==> src/rtl/ftfd_pkg.sv <==
// Shared types and constants for the force/torque frame decoder.
// Holds frame header codes, status codes, the calibration tables and the MAC control struct.
`default_nettype none
package ftfd_pkg;

  localparam int MAXCH = 8;
  localparam int DIFF_W = 17;
  localparam int COEF_W = 32;
  localparam int PROD_W = DIFF_W + COEF_W;
  localparam int ACC_W = 56;
  localparam int FRAC_SHIFT = 14;
  localparam int RES_W = ACC_W - FRAC_SHIFT + 1;

  localparam logic [7:0] HDR_BYTE0 = 8'hAA;
  localparam logic [7:0] HDR_BYTE1 = 8'h55;

  localparam logic [1:0] ST_OK = 2'd0;
  localparam logic [1:0] ST_CSUM = 2'd1;
  localparam logic [1:0] ST_HDR = 2'd2;

  // half an output LSB, preloaded into the accumulator
  localparam logic signed [ACC_W-1:0] ROUND_HALF = ACC_W'(8192);

  localparam logic signed [DIFF_W-1:0] ZERO_CNT [MAXCH] = '{
    17'sd32715, 17'sd32693, 17'sd32689, 17'sd32681, 17'sd32703, 17'sd32735, 17'sd0, 17'sd0
  };

  localparam logic signed [COEF_W-1:0] COEF [MAXCH][MAXCH] = '{
    '{32'sd59467, -32'sd33073, 32'sd135051, 32'sd3992901,
      32'sd6634, 32'sd3826148, 32'sd0, 32'sd0},
    '{-32'sd44144, -32'sd4554660, 32'sd1206, 32'sd2294344,
      32'sd64676, -32'sd2248704, 32'sd0, 32'sd0},
    '{32'sd12076472, -32'sd31711, 32'sd12074717, -32'sd41928,
      32'sd12138727, 32'sd260963, 32'sd0, 32'sd0},
    '{32'sd1151, -32'sd2251, 32'sd63869, 32'sd629,
      -32'sd54537, -32'sd949, 32'sd0, 32'sd0},
    '{-32'sd70487, -32'sd687, 32'sd33246, -32'sd358,
      32'sd34055, -32'sd737, 32'sd0, 32'sd0},
    '{32'sd287, 32'sd27326, 32'sd835, 32'sd22632,
      32'sd125, -32'sd24827, 32'sd0, 32'sd0},
    '{32'sd0, 32'sd0, 32'sd0, 32'sd0, 32'sd0, 32'sd0, 32'sd0, 32'sd0},
    '{32'sd0, 32'sd0, 32'sd0, 32'sd0, 32'sd0, 32'sd0, 32'sd0, 32'sd0}
  };

  localparam logic signed [32:0] OFFSET_Q16 [MAXCH] = '{
    33'sd140784, 33'sd72961, 33'sd72889, 33'sd1710, 33'sd1442, 33'sd1363, 33'sd0, 33'sd0
  };

  typedef struct packed {
    logic mul_en;
    logic acc_en;
    logic acc_first;
  } mac_ctrl_t;

endpackage
`default_nettype wire

==> src/rtl/ftfd_mac.sv <==
// Shared multiply-accumulate unit: registered 17x32 product, then 56-bit accumulate.
// Depends on ftfd_pkg for widths, rounding preload and the control struct.
`default_nettype none
module ftfd_mac (
  input  wire logic                                clk,
  input  wire ftfd_pkg::mac_ctrl_t                 ctrl,
  input  wire logic signed [ftfd_pkg::DIFF_W-1:0]  diff,
  input  wire logic signed [ftfd_pkg::COEF_W-1:0]  coef,
  output logic signed [ftfd_pkg::ACC_W-1:0]        acc
);

  logic signed [ftfd_pkg::PROD_W-1:0] prod_r;
  logic signed [ftfd_pkg::ACC_W-1:0]  acc_r;
  logic signed [ftfd_pkg::ACC_W-1:0]  acc_base;

  assign acc_base = ctrl.acc_first ? ftfd_pkg::ROUND_HALF : acc_r;

  always_ff @(posedge clk) begin
    if (ctrl.mul_en) begin
      prod_r <= diff * coef;
    end
    if (ctrl.acc_en) begin
      acc_r <= acc_base + ftfd_pkg::ACC_W'(prod_r);
    end
  end

  assign acc = acc_r;

endmodule
`default_nettype wire

==> src/rtl/force_torque_frame_decoder.sv <==
// Force/torque frame decoder: byte-wise frame parse, checksum, then 6x6 calibration.
// Bad frame: error word appears in the cycle after the checksum byte; a good frame runs
// S_MUL and S_ACC per channel, then S_OUT, for each axis on the single shared MAC.
// Throughput: one byte per cycle while parsing and no output word is pending; input stalls during the matrix pass.
// Reset (rst_n, synchronous): parser idle until a frame_start byte, no output pending.
// Depends on ftfd_pkg and ftfd_mac.
`default_nettype none
module force_torque_frame_decoder #(
  parameter int CHANNELS = 6
) (
  input  wire logic        clk,
  input  wire logic        rst_n,
  input  wire logic        in_valid,
  output logic             in_stall,
  input  wire logic [7:0]  in_data_byte,
  input  wire logic        in_frame_start,
  output logic             out_valid,
  input  wire logic        out_stall,
  output logic [2:0]       out_axis,
  output logic signed [31:0] out_force_value,
  output logic [1:0]       out_status,
  output logic             out_last
);

  localparam int FRAME_LEN = 7 + 2 * CHANNELS;
  localparam int SUM_POS = 6 + 2 * CHANNELS;
  localparam int IDX_W = (CHANNELS > 1) ? $clog2(CHANNELS) : 1;
  localparam logic [IDX_W-1:0] LAST_IDX = IDX_W'(CHANNELS - 1);

  localparam logic [1:0] S_BYTES = 2'd0;
  localparam logic [1:0] S_MUL = 2'd1;
  localparam logic [1:0] S_ACC = 2'd2;
  localparam logic [1:0] S_OUT = 2'd3;

  logic [1:0]       state_r, state_nxt;
  logic [4:0]       pos_r;
  logic [7:0]       csum_r;
  logic             hdr_good_r;
  logic [7:0]       hi_hold_r;
  logic [15:0]      count_r [CHANNELS];
  logic [IDX_W-1:0] i_r, i_nxt;
  logic [IDX_W-1:0] k_r, k_nxt;

  logic             out_valid_r;
  logic [2:0]       out_axis_r;
  logic [31:0]      out_value_r;
  logic [1:0]       out_status_r;
  logic             out_last_r;

  logic             in_acc;
  logic [4:0]       cur_pos;
  logic [4:0]       off;
  logic [2:0]       wr_ch;
  logic             out_free;
  logic             out_load;

  ftfd_pkg::mac_ctrl_t mac_ctrl;
  logic signed [ftfd_pkg::DIFF_W-1:0] diff;
  logic signed [ftfd_pkg::COEF_W-1:0] coef;
  logic signed [ftfd_pkg::ACC_W-1:0]  acc;
  logic signed [ftfd_pkg::RES_W-1:0]  res;
  logic [31:0]                        sat_val;

  assign in_stall = (state_r != S_BYTES) || out_valid_r;
  assign in_acc = in_valid && !in_stall;
  assign cur_pos = in_frame_start ? 5'd0 : pos_r;
  assign off = cur_pos - 5'd6;
  assign wr_ch = off[3:1];
  assign out_free = !out_valid_r || !out_stall;

  // a word enters the output register: an error word at the checksum byte of a bad frame, or an axis word
  assign out_load = ((state_r == S_BYTES) && in_acc && (cur_pos == 5'(SUM_POS))
                     && (!hdr_good_r || (csum_r != in_data_byte)))
                  || ((state_r == S_OUT) && out_free);

  assign diff = ftfd_pkg::DIFF_W'({1'b0, count_r[k_r]}) - ftfd_pkg::ZERO_CNT[3'(k_r)];
  assign coef = ftfd_pkg::COEF[3'(i_r)][3'(k_r)];

  ftfd_mac u_mac (
    .clk  (clk),
    .ctrl (mac_ctrl),
    .diff (diff),
    .coef (coef),
    .acc  (acc)
  );

  // drop the 14 fraction bits, add the axis offset, clamp to 32 bits
  assign res = ftfd_pkg::RES_W'($signed(acc[ftfd_pkg::ACC_W-1:ftfd_pkg::FRAC_SHIFT]))
             + ftfd_pkg::RES_W'(ftfd_pkg::OFFSET_Q16[3'(i_r)]);

  always_comb begin
    if (res > ftfd_pkg::RES_W'(32'sh7FFFFFFF)) begin
      sat_val = 32'h7FFFFFFF;
    end else if (res < -ftfd_pkg::RES_W'(33'sh080000000)) begin
      sat_val = 32'h80000000;
    end else begin
      sat_val = res[31:0];
    end
  end

  // sequencer
  always_comb begin
    state_nxt = state_r;
    i_nxt = i_r;
    k_nxt = k_r;
    mac_ctrl = '0;
    unique case (state_r)
      S_BYTES: begin
        if (in_acc && (cur_pos == 5'(SUM_POS)) && hdr_good_r
            && (csum_r == in_data_byte)) begin
          state_nxt = S_MUL;
          i_nxt = '0;
          k_nxt = '0;
        end
      end
      S_MUL: begin
        mac_ctrl.mul_en = 1'b1;
        state_nxt = S_ACC;
      end
      S_ACC: begin
        mac_ctrl.acc_en = 1'b1;
        mac_ctrl.acc_first = (k_r == '0);
        if (k_r == LAST_IDX) begin
          state_nxt = S_OUT;
        end else begin
          k_nxt = k_r + 1'b1;
          state_nxt = S_MUL;
        end
      end
      S_OUT: begin
        if (out_free) begin
          k_nxt = '0;
          if (i_r == LAST_IDX) begin
            state_nxt = S_BYTES;
          end else begin
            i_nxt = i_r + 1'b1;
            state_nxt = S_MUL;
          end
        end
      end
      default: state_nxt = S_BYTES;
    endcase
  end

  always_ff @(posedge clk) begin
    if (!rst_n) begin
      state_r <= S_BYTES;
      pos_r <= 5'(FRAME_LEN);
      csum_r <= '0;
      hdr_good_r <= 1'b0;
      hi_hold_r <= '0;
      i_r <= '0;
      k_r <= '0;
    end else begin
      state_r <= state_nxt;
      i_r <= i_nxt;
      k_r <= k_nxt;
      if (in_acc && (cur_pos < 5'(FRAME_LEN))) begin
        pos_r <= cur_pos + 5'd1;
        if (cur_pos == 5'd0) begin
          hdr_good_r <= (in_data_byte == ftfd_pkg::HDR_BYTE0);
          csum_r <= '0;
        end else if (cur_pos == 5'd1) begin
          hdr_good_r <= hdr_good_r && (in_data_byte == ftfd_pkg::HDR_BYTE1);
        end else if ((cur_pos >= 5'd6) && (cur_pos < 5'(SUM_POS))) begin
          csum_r <= csum_r + in_data_byte;
          if (!off[0]) begin
            hi_hold_r <= in_data_byte;
          end
        end
      end
    end
  end

  // count store: written on the low byte of each channel
  always_ff @(posedge clk) begin
    for (int j = 0; j < CHANNELS; j++) begin
      if (in_acc && (cur_pos >= 5'd6) && (cur_pos < 5'(SUM_POS)) && off[0]
          && (wr_ch == 3'(j))) begin
        count_r[j] <= {hi_hold_r, in_data_byte};
      end
    end
  end

  // output word register
  always_ff @(posedge clk) begin
    if (!rst_n) begin
      out_valid_r <= 1'b0;
    end else if (out_load) begin
      out_valid_r <= 1'b1;
    end else if (!out_stall) begin
      out_valid_r <= 1'b0;
    end
  end

  always_ff @(posedge clk) begin
    if (state_r == S_BYTES) begin
      if (in_acc && (cur_pos == 5'(SUM_POS))) begin
        out_axis_r <= 3'd0;
        out_value_r <= '0;
        out_last_r <= 1'b1;
        out_status_r <= hdr_good_r ? ftfd_pkg::ST_CSUM : ftfd_pkg::ST_HDR;
      end
    end else if ((state_r == S_OUT) && out_free) begin
      out_axis_r <= 3'(i_r);
      out_value_r <= sat_val;
      out_last_r <= (i_r == LAST_IDX);
      out_status_r <= ftfd_pkg::ST_OK;
    end
  end

  assign out_valid = out_valid_r;
  assign out_axis = out_axis_r;
  assign out_force_value = out_value_r;
  assign out_status = out_status_r;
  assign out_last = out_last_r;

endmodule
`default_nettype wire
==> config.mk <==
export PLATFORM = sky130hd
export DESIGN_NAME = force_torque_frame_decoder
export DESIGN_NICKNAME = d
export VERILOG_FILES = /design/src/rtl/ftfd_pkg.sv /design/src/rtl/ftfd_mac.sv /design/src/rtl/force_torque_frame_decoder.sv
export SDC_FILE = /design/constraint.sdc
export NUM_CORES = 2
export LEC_CHECK = 0
export ABC_CLOCK_PERIOD_IN_PS = 12500
export BUFFER_PORTS_ARGS = -buffer_cell sky130_fd_sc_hd__buf_2
export CAP_MARGIN = 20
export CORE_MARGIN = 2
export CORE_UTILIZATION = 40
export DETAILED_ROUTE_END_ITERATION = 10
export GPL_TIMING_DRIVEN = 1
export PLACE_DENSITY = 0.51
export SKIP_LAST_GASP = 1
export SLEW_MARGIN = 20
export SYNTH_ARGS = -nofsm -noshare
export SYNTH_HDL_FRONTEND = slang
export SYNTH_HIERARCHICAL = 1
export SYNTH_SLANG_ARGS = --single-unit
==> constraint.sdc <==
create_clock -name clk -period 12.5 [get_ports clk]
set_input_delay 3.125 -clock clk [delete_from_list [all_inputs] [get_ports clk]]
set_output_delay 3.125 -clock clk [all_outputs]
set_load 0.03 [all_outputs]
# Yosys cells after proc, flatten, opt, wreduce, memory -nomap -nowiden
# Memories as Yosys holds them, arrays and structs flattened. A register that Yosys moved wholly into a read port is not among the register bits.
# Cells that the tools add are included.
dict set report word_totals {
  romBits 2448
  elab_cells 188
  out_inout_bits 40
  mem_count 4
  ramBits 96
  register_bits 174
  in_bits 13
}
# memory depth word_bits read_ports rd_clocked_by_memory_dff write_ports line_no
set memory_table {}
lappend memory_table {{(name not given)} 8 256 1 0 0 force_torque_frame_decoder.sv:77} ;# assign coef = ftfd_pkg::COEF[3'(i_r)][3'(k_r)];
lappend memory_table {{(name not given)} 8 33 1 0 0 force_torque_frame_decoder.sv:89} ;# + ftfd_pkg::RES_W'(ftfd_pkg::OFFSET_Q16[3'(i_r)]);
lappend memory_table {{(name not given)} 8 17 1 0 0 force_torque_frame_decoder.sv:76} ;# assign diff = ftfd_pkg::DIFF_W'({1'b0, count_r[k_r]}) - ftfd_pkg::ZERO_CNT[3'(k_r)];
lappend memory_table {count_r 6 16 1 1 1 force_torque_frame_decoder.sv:40} ;# logic [15:0] count_r [CHANNELS];
dict set report op_classes {
  magnitude_cmp 7
  mux 76
  bitwise_logic 5
  eq_ne 23
  n_reduce_logical 50
  add_sub_neg 8
  mul 1
}
# op count
set op_table {}
lappend op_table {{2-to-1 mux 256 bit} 2}
lappend op_table {{2-to-1 mux 32 bit} 7}
lappend op_table {{binary-select mux 32 bit (select 3 bit)} 1}
lappend op_table {{2-to-1 mux 16 bit} 5}
lappend op_table {{OR reduction 16 bit} 5}
lappend op_table {{2-to-1 mux 33 bit} 2}
lappend op_table {{adder 56 x 49 -> 56 bit} 1}
lappend op_table {{2-to-1 mux 56 bit} 1}
lappend op_table {{multiplier 17 x 32 -> 49 bit} 1}
lappend op_table {{2-to-1 mux 3 bit} 15}
lappend op_table {{adder 42 x 33 -> 43 bit} 1}
lappend op_table {{> comparator 43 x 32 -> 1 bit (second input constant)} 1}
lappend op_table {{< comparator 43 x 32 -> 1 bit (second input constant)} 1}
lappend op_table {{2-to-1 mux 17 bit} 2}
lappend op_table {{2-to-1 mux 1 bit} 26}
lappend op_table {{2-to-1 mux 8 bit} 3}
lappend op_table {{logical AND 1 bit} 20}
lappend op_table {{subtractor 16 x 17 -> 17 bit} 1}
lappend op_table {{2-to-1 mux 2 bit} 8}
lappend op_table {{== test 3 bit (second input constant)} 4}
lappend op_table {{< comparator 5 bit (second input constant)} 2}
lappend op_table {{inequality test 2 bit (second input constant)} 5}
lappend op_table {{nonzero test 2 bit} 5}
lappend op_table {{one-hot mux 3 bit (3 select lines)} 1}
lappend op_table {{other kinds (32)} 50}

# Depth between registers and ports, before layout
dict set report logic_depth {
  depth_word 16
  ltp_mapped 41
  mapped_depth_nobuf 38
}

# Cells and area by module
# The synthesis kept the hierarchy.
# mod cells_per_inst seq_area_each_um2 n_inst area_each_um2
set modules_own_cells {}
lappend modules_own_cells {ftfd_mac 2720 3153.0 1 25435.6}
lappend modules_own_cells {force_torque_frame_decoder 1044 4704.5 1 10553.9}

# Least setup slack after synthesis
# No wires, ideal clock.
dict set report synth_path {
  path_kind {register to register}
  startpoint {register with a tool-made name}
  endpoint {register u_mac/prod_r[47] (netlist bit) (data pin)}
  required_time_ps 12240
  stages_incl_launch_ff 39
  slack_ps 3013
  n_path_buf 4
  synth_period_minus_slack_ps 9487
  arrival_time_ps 9227
  setup_time_ps 260
  path_cell_list {dfxtp_1 clkbuf_1 buf_1 mux4_2 o21ai_0 ha_1 inv_1 fa_1 a21o_1 a21oi_1 o21bai_1 a211o_1 nand3_1 a311oi_1 o21a_1 o21ai_0 and3b_1 inv_1 [... 3 more ...] fa_1 fa_1 fa_1 fa_1 fa_1 inv_1 fa_1 inv_1 ha_1 and3_1 and2_1 a221o_1 a21oi_1 a21oi_1 a31oi_1 o21ai_1 a221oi_2 xnor2_1}
}
# element line_no
set synth_rtl {}
lappend synth_rtl {{end signal: assignment} ftfd_mac.sv:20} ;# prod_r <= diff * coef;
lappend synth_rtl {{end: declaration} ftfd_mac.sv:12} ;# logic signed [ftfd_pkg::PROD_W-1:0] prod_r;

==> results.py <==
metrics = {
    "floorplan": {
        "starting_density_pct": 40.2,
        "die_y_um": 304,
        "dieArea_um2": 92400,
        "placeableCoreArea_um2": 89600,
        "ioPinCount": 53,
        "dieWidth_um": 304,
        "floorplan.rows": 110,
    },
    "yosys": {
        "synth_compound_gate_area_share_pct": 11.5,
        "post_synth_inst_count": 3764,
        "synth_seq_cells": 273,
        "synth.lib_cells_used.distinct": 92,
        "synth_commonest_cells": "sky130_fd_sc_hd__inv_1, sky130_fd_sc_hd__fa_1, sky130_fd_sc_hd__nand2_1",
        "yosysTopAreaCellShare_pct": 29.2,
        "most_used_dff_post_synth": "sky130_fd_sc_hd__edfxtp_1",
        "adder_and_majority_gate_portion_of_the_synthesized_area_pct": 37.2,
        "synth.cell_area_um2": 36000,
        "synth_seq_area_share_pct": 21.8,
        "synth_edf_count": 239,
        "synthXorXnorAreaFrac_pct": 3.53,
        "yosys.cell_count.top_type": "sky130_fd_sc_hd__inv_1",
        "ys.warnings.count": 6,
        "number_of_nets_in_the_synthesized_netlist": 4533,
        "largest_family_of_logic_cells_by_synthesized_area": "adder cells",
        "post_synth_mux_area_share_pct": 1.91,
        "ys_top_cells_by_area": "sky130_fd_sc_hd__fa_1, sky130_fd_sc_hd__edfxtp_1, sky130_fd_sc_hd__ha_1, sky130_fd_sc_hd__inv_1, sky130_fd_sc_hd__and2_1",
        "synth.avg_cell_area_um2": 9.56,
        "yosysTopAreaCell": "sky130_fd_sc_hd__fa_1",
        "synth-async-reset-ratio_pct": 0,
        "synth-simple-area-share_pct": 15.9,
    },
    "power": {
        "p_leak_nw": 17.4,
        "vdd_ir_drop_max_uv": 85.4,
        "power_per_cell_area_nw_per_um2": 87.0,
    },
    "cells_and_area": {
        "layout-area-overhead-vs-synth_pct": 7.90,
        "finalNetCount": 4509,
        "drive_above_1_share_pct": 7.02,
    },
    "route": {
        "avgViaCountPerCell": 5.18,
        "detail_route.first_pass.iterations": 5,
        "routedWlPerCell_um": 18.7,
        "via_count": 25577,
        "drt_drc_violations_left": 0,
        "drt_first_iter_violations": 1680,
        "postRouteWirelength_um": 92300,
        "drtAntennaViolNets": 0,
    },
    "clock_network": {
        "cts_made_buffers": 35,
        "htree_levels": 2,
        "post-cts-setup-buffers": 0,
        "clock_transition_at_the_register_clock_pins_on_the_worst_setup_and_hold_paths_after_cts_ns": 0.05,
        "worstSkewPairLatency_ns": 0.55,
        "clkSinkCount": 273,
        "clock_tree.buffer_depth": 3,
        "cts_hold_buf": 0,
        "cts_tree": "built",
        "postCtsResizedCells": 0,
        "clk_root_buffer_cell": "sky130_fd_sc_hd__clkbuf_16",
    },
    "worst_setup_path": {
        "critical_path_required_ns": 12.79,
        "worst_ep_arrival_time_ns": 10.90,
        "crit_path_max_fanout": 29,
        "end_kind": "register",
        "crit_slowest_cell": "sky130_fd_sc_hd__mux4_2",
        "critical-path-max-stage-delay_ns": 0.55,
        "cell_repeated_most_along_the_worst_path": "sky130_fd_sc_hd__fa_1",
        "criticalPathCategory": "register to register",
        "startpoint_type": "register",
    },
    "outcome": {
        "outcome": "finished, final reports clean",
    },
    "place": {
        "place_congestion": 0.840,
        "worst_setup_slack_post_dpl_ns": 1.87,
        "hpwlAfterDp_um": 70500,
        "io_buffer_count": 52,
    },
    "sta": {
        "setup_viol_count_final": 0,
        "finalWorstSetupSlack_ns": 1.89,
        "fmax_mhz": 94.2,
        "final_min_period_over_clock_period_pct": 84.9,
        "period_needed_ns": 10.61,
        "worst_slew_pin_slew_ns": 1.07,
        "final.setup.tns_ns": 0,
        "slew_headroom_pct": 28.7,
        "timing_max_transition_violations_final": 0,
        "skew_final_ns": 0.00987,
        "final-hold-violation-count": 0,
        "rsz0062_at_grt": "false",
    },
    "global_routing": {
        "first_global_vias": 26350,
        "grt_overflow_total": 0,
        "grt_start_max_net_pins": 82,
        "gr-usage-all-layers_pct": 20.4,
        "initial_antenna_violation_count": 2,
        "grt_first_pass_wirelength_um": 150000,
    },
    "flow_run": {
        "number_of_max_cap_violations": 0,
    },
    "min_path": {
        "worst_hold_path_type": "register to register",
    },
}
==> placed cells by master (no fill, tap or decap), types with 13 or more instances in the layout <==
cell type	count
sky130_fd_sc_hd__inv_1	607
sky130_fd_sc_hd__fa_1	525
sky130_fd_sc_hd__nand2_1	397
sky130_fd_sc_hd__and2_1	247
sky130_fd_sc_hd__edfxtp_1	239
sky130_fd_sc_hd__ha_1	229
sky130_fd_sc_hd__nor2_1	202
sky130_fd_sc_hd__a21oi_1	194
sky130_fd_sc_hd__o21ai_0	95
sky130_fd_sc_hd__xnor2_1	86
sky130_fd_sc_hd__nor2b_1	84
sky130_fd_sc_hd__a21o_1	60
sky130_fd_sc_hd__buf_4	53
sky130_fd_sc_hd__buf_2	52
sky130_fd_sc_hd__xor2_1	47
sky130_fd_sc_hd__nand3_1	43
sky130_fd_sc_hd__clkbuf_16	36
sky130_fd_sc_hd__nand2b_1	32
sky130_fd_sc_hd__dfxtp_1	32
sky130_fd_sc_hd__nor3_1	29
sky130_fd_sc_hd__o21a_1	29
sky130_fd_sc_hd__mux2i_1	28
sky130_fd_sc_hd__and3_1	27
sky130_fd_sc_hd__a31oi_1	25
sky130_fd_sc_hd__nand4_1	24
sky130_fd_sc_hd__o21bai_1	23
sky130_fd_sc_hd__a211oi_1	18
sky130_fd_sc_hd__mux4_2	17
sky130_fd_sc_hd__o211ai_1	15
sky130_fd_sc_hd__a21oi_2	14
sky130_fd_sc_hd__or2_2	13
==> sequential cells by signal, summed over array words and instances, names as in the netlist, named ones only <==
signal and cells:
pos_r 5, out_axis 3, k_r 3, hdr_good_r 1
csum_r 8, u_mac/prod_r 49, count_r 96, i_r 3
hi_hold_r 8, out_last 1, out_valid 1, out_status 2
u_mac/acc 56, out_force_value 32, state_r 2
==> cell families after synthesis <==
kind of cell / Yosys count
and+or+nand+nor: 1155
buffers and inverters: 773
adders and majority gates: 756
AOI/OAI and AO/OA: 616
DFF: 273
xor gates and xnor gates: 144
muxes: 47
==> metrics by stage <==
stage	hold WS, ns	utilization (%)	total power [mW]	area [µm²]	instances
4_1_cts	0.471	43.3	3.42	38800	4938
3_3_place_gp	0.459	42.1	2.41	37700	4879
5_1_grt	0.499	43.3	3.63	38800	4938
6_report	0.466	43.3	3.38	38800	4939
3_5_place_dp	0.464	42.1	2.42	37700	4879
2_1_floorplan	0.447	-	2.13	36000	3764
==> final timing paths <==
path | startpoint | to | slack [ns] | cells past startpoint
worst max-delay path | register | u_mac/prod_r[41]$_DFFE_PP_ | 1.89 | 37
worst min-delay path | csum_r[2]$_SDFFE_PN0P_ | csum_r[2]$_SDFFE_PN0P_ | 0.47 | 2
worst max register to register | register | u_mac/prod_r[41]$_DFFE_PP_ | 1.89 | 37
worst min register to register | csum_r[2]$_SDFFE_PN0P_ | csum_r[2]$_SDFFE_PN0P_ | 0.47 | 2
==> power by group <==
group | internal, mW | switching (mW) | total (mW)
clock | 0.587 | 0.396 | 0.982
combinational | 0.513 | 0.748 | 1.26
sequential | 1.11 | 0.0251 | 1.13
total | 2.21 | 1.17 | 3.38
==> area by class of cell <==
type,instances,area (µm²)
clock inverter,12,129
tap,1176,1470
multi-input combinational,2718,25500
inverter,607,2280
timing repair buffer,105,658
clock buffer,47,972
sequential,273,7860
antenna,1,2.50
fill,8688,50800
==> worst max-delay path: cells and delay by family, from the launching register on <==
kind / cells / cell delay (ns)
fa+ha+maj: 9 / 3.78
compound gates: 17 / 3.73
buf+inv: 6 / 0.97
simple gates: 4 / 0.76
mux: 1 / 0.55
flops: 1 / 0.52
==> metal layers <==
metal  GRT usage, %  part of all wire, %  up-vias
li1               -                    -    12184
met3           2.42                  4.1       91
met2           32.9                   46      504
met4           3.78                  1.5        2
met5              0                0.014        -
met1           29.6                   49    12796
(Power assumes the default switching activity.)
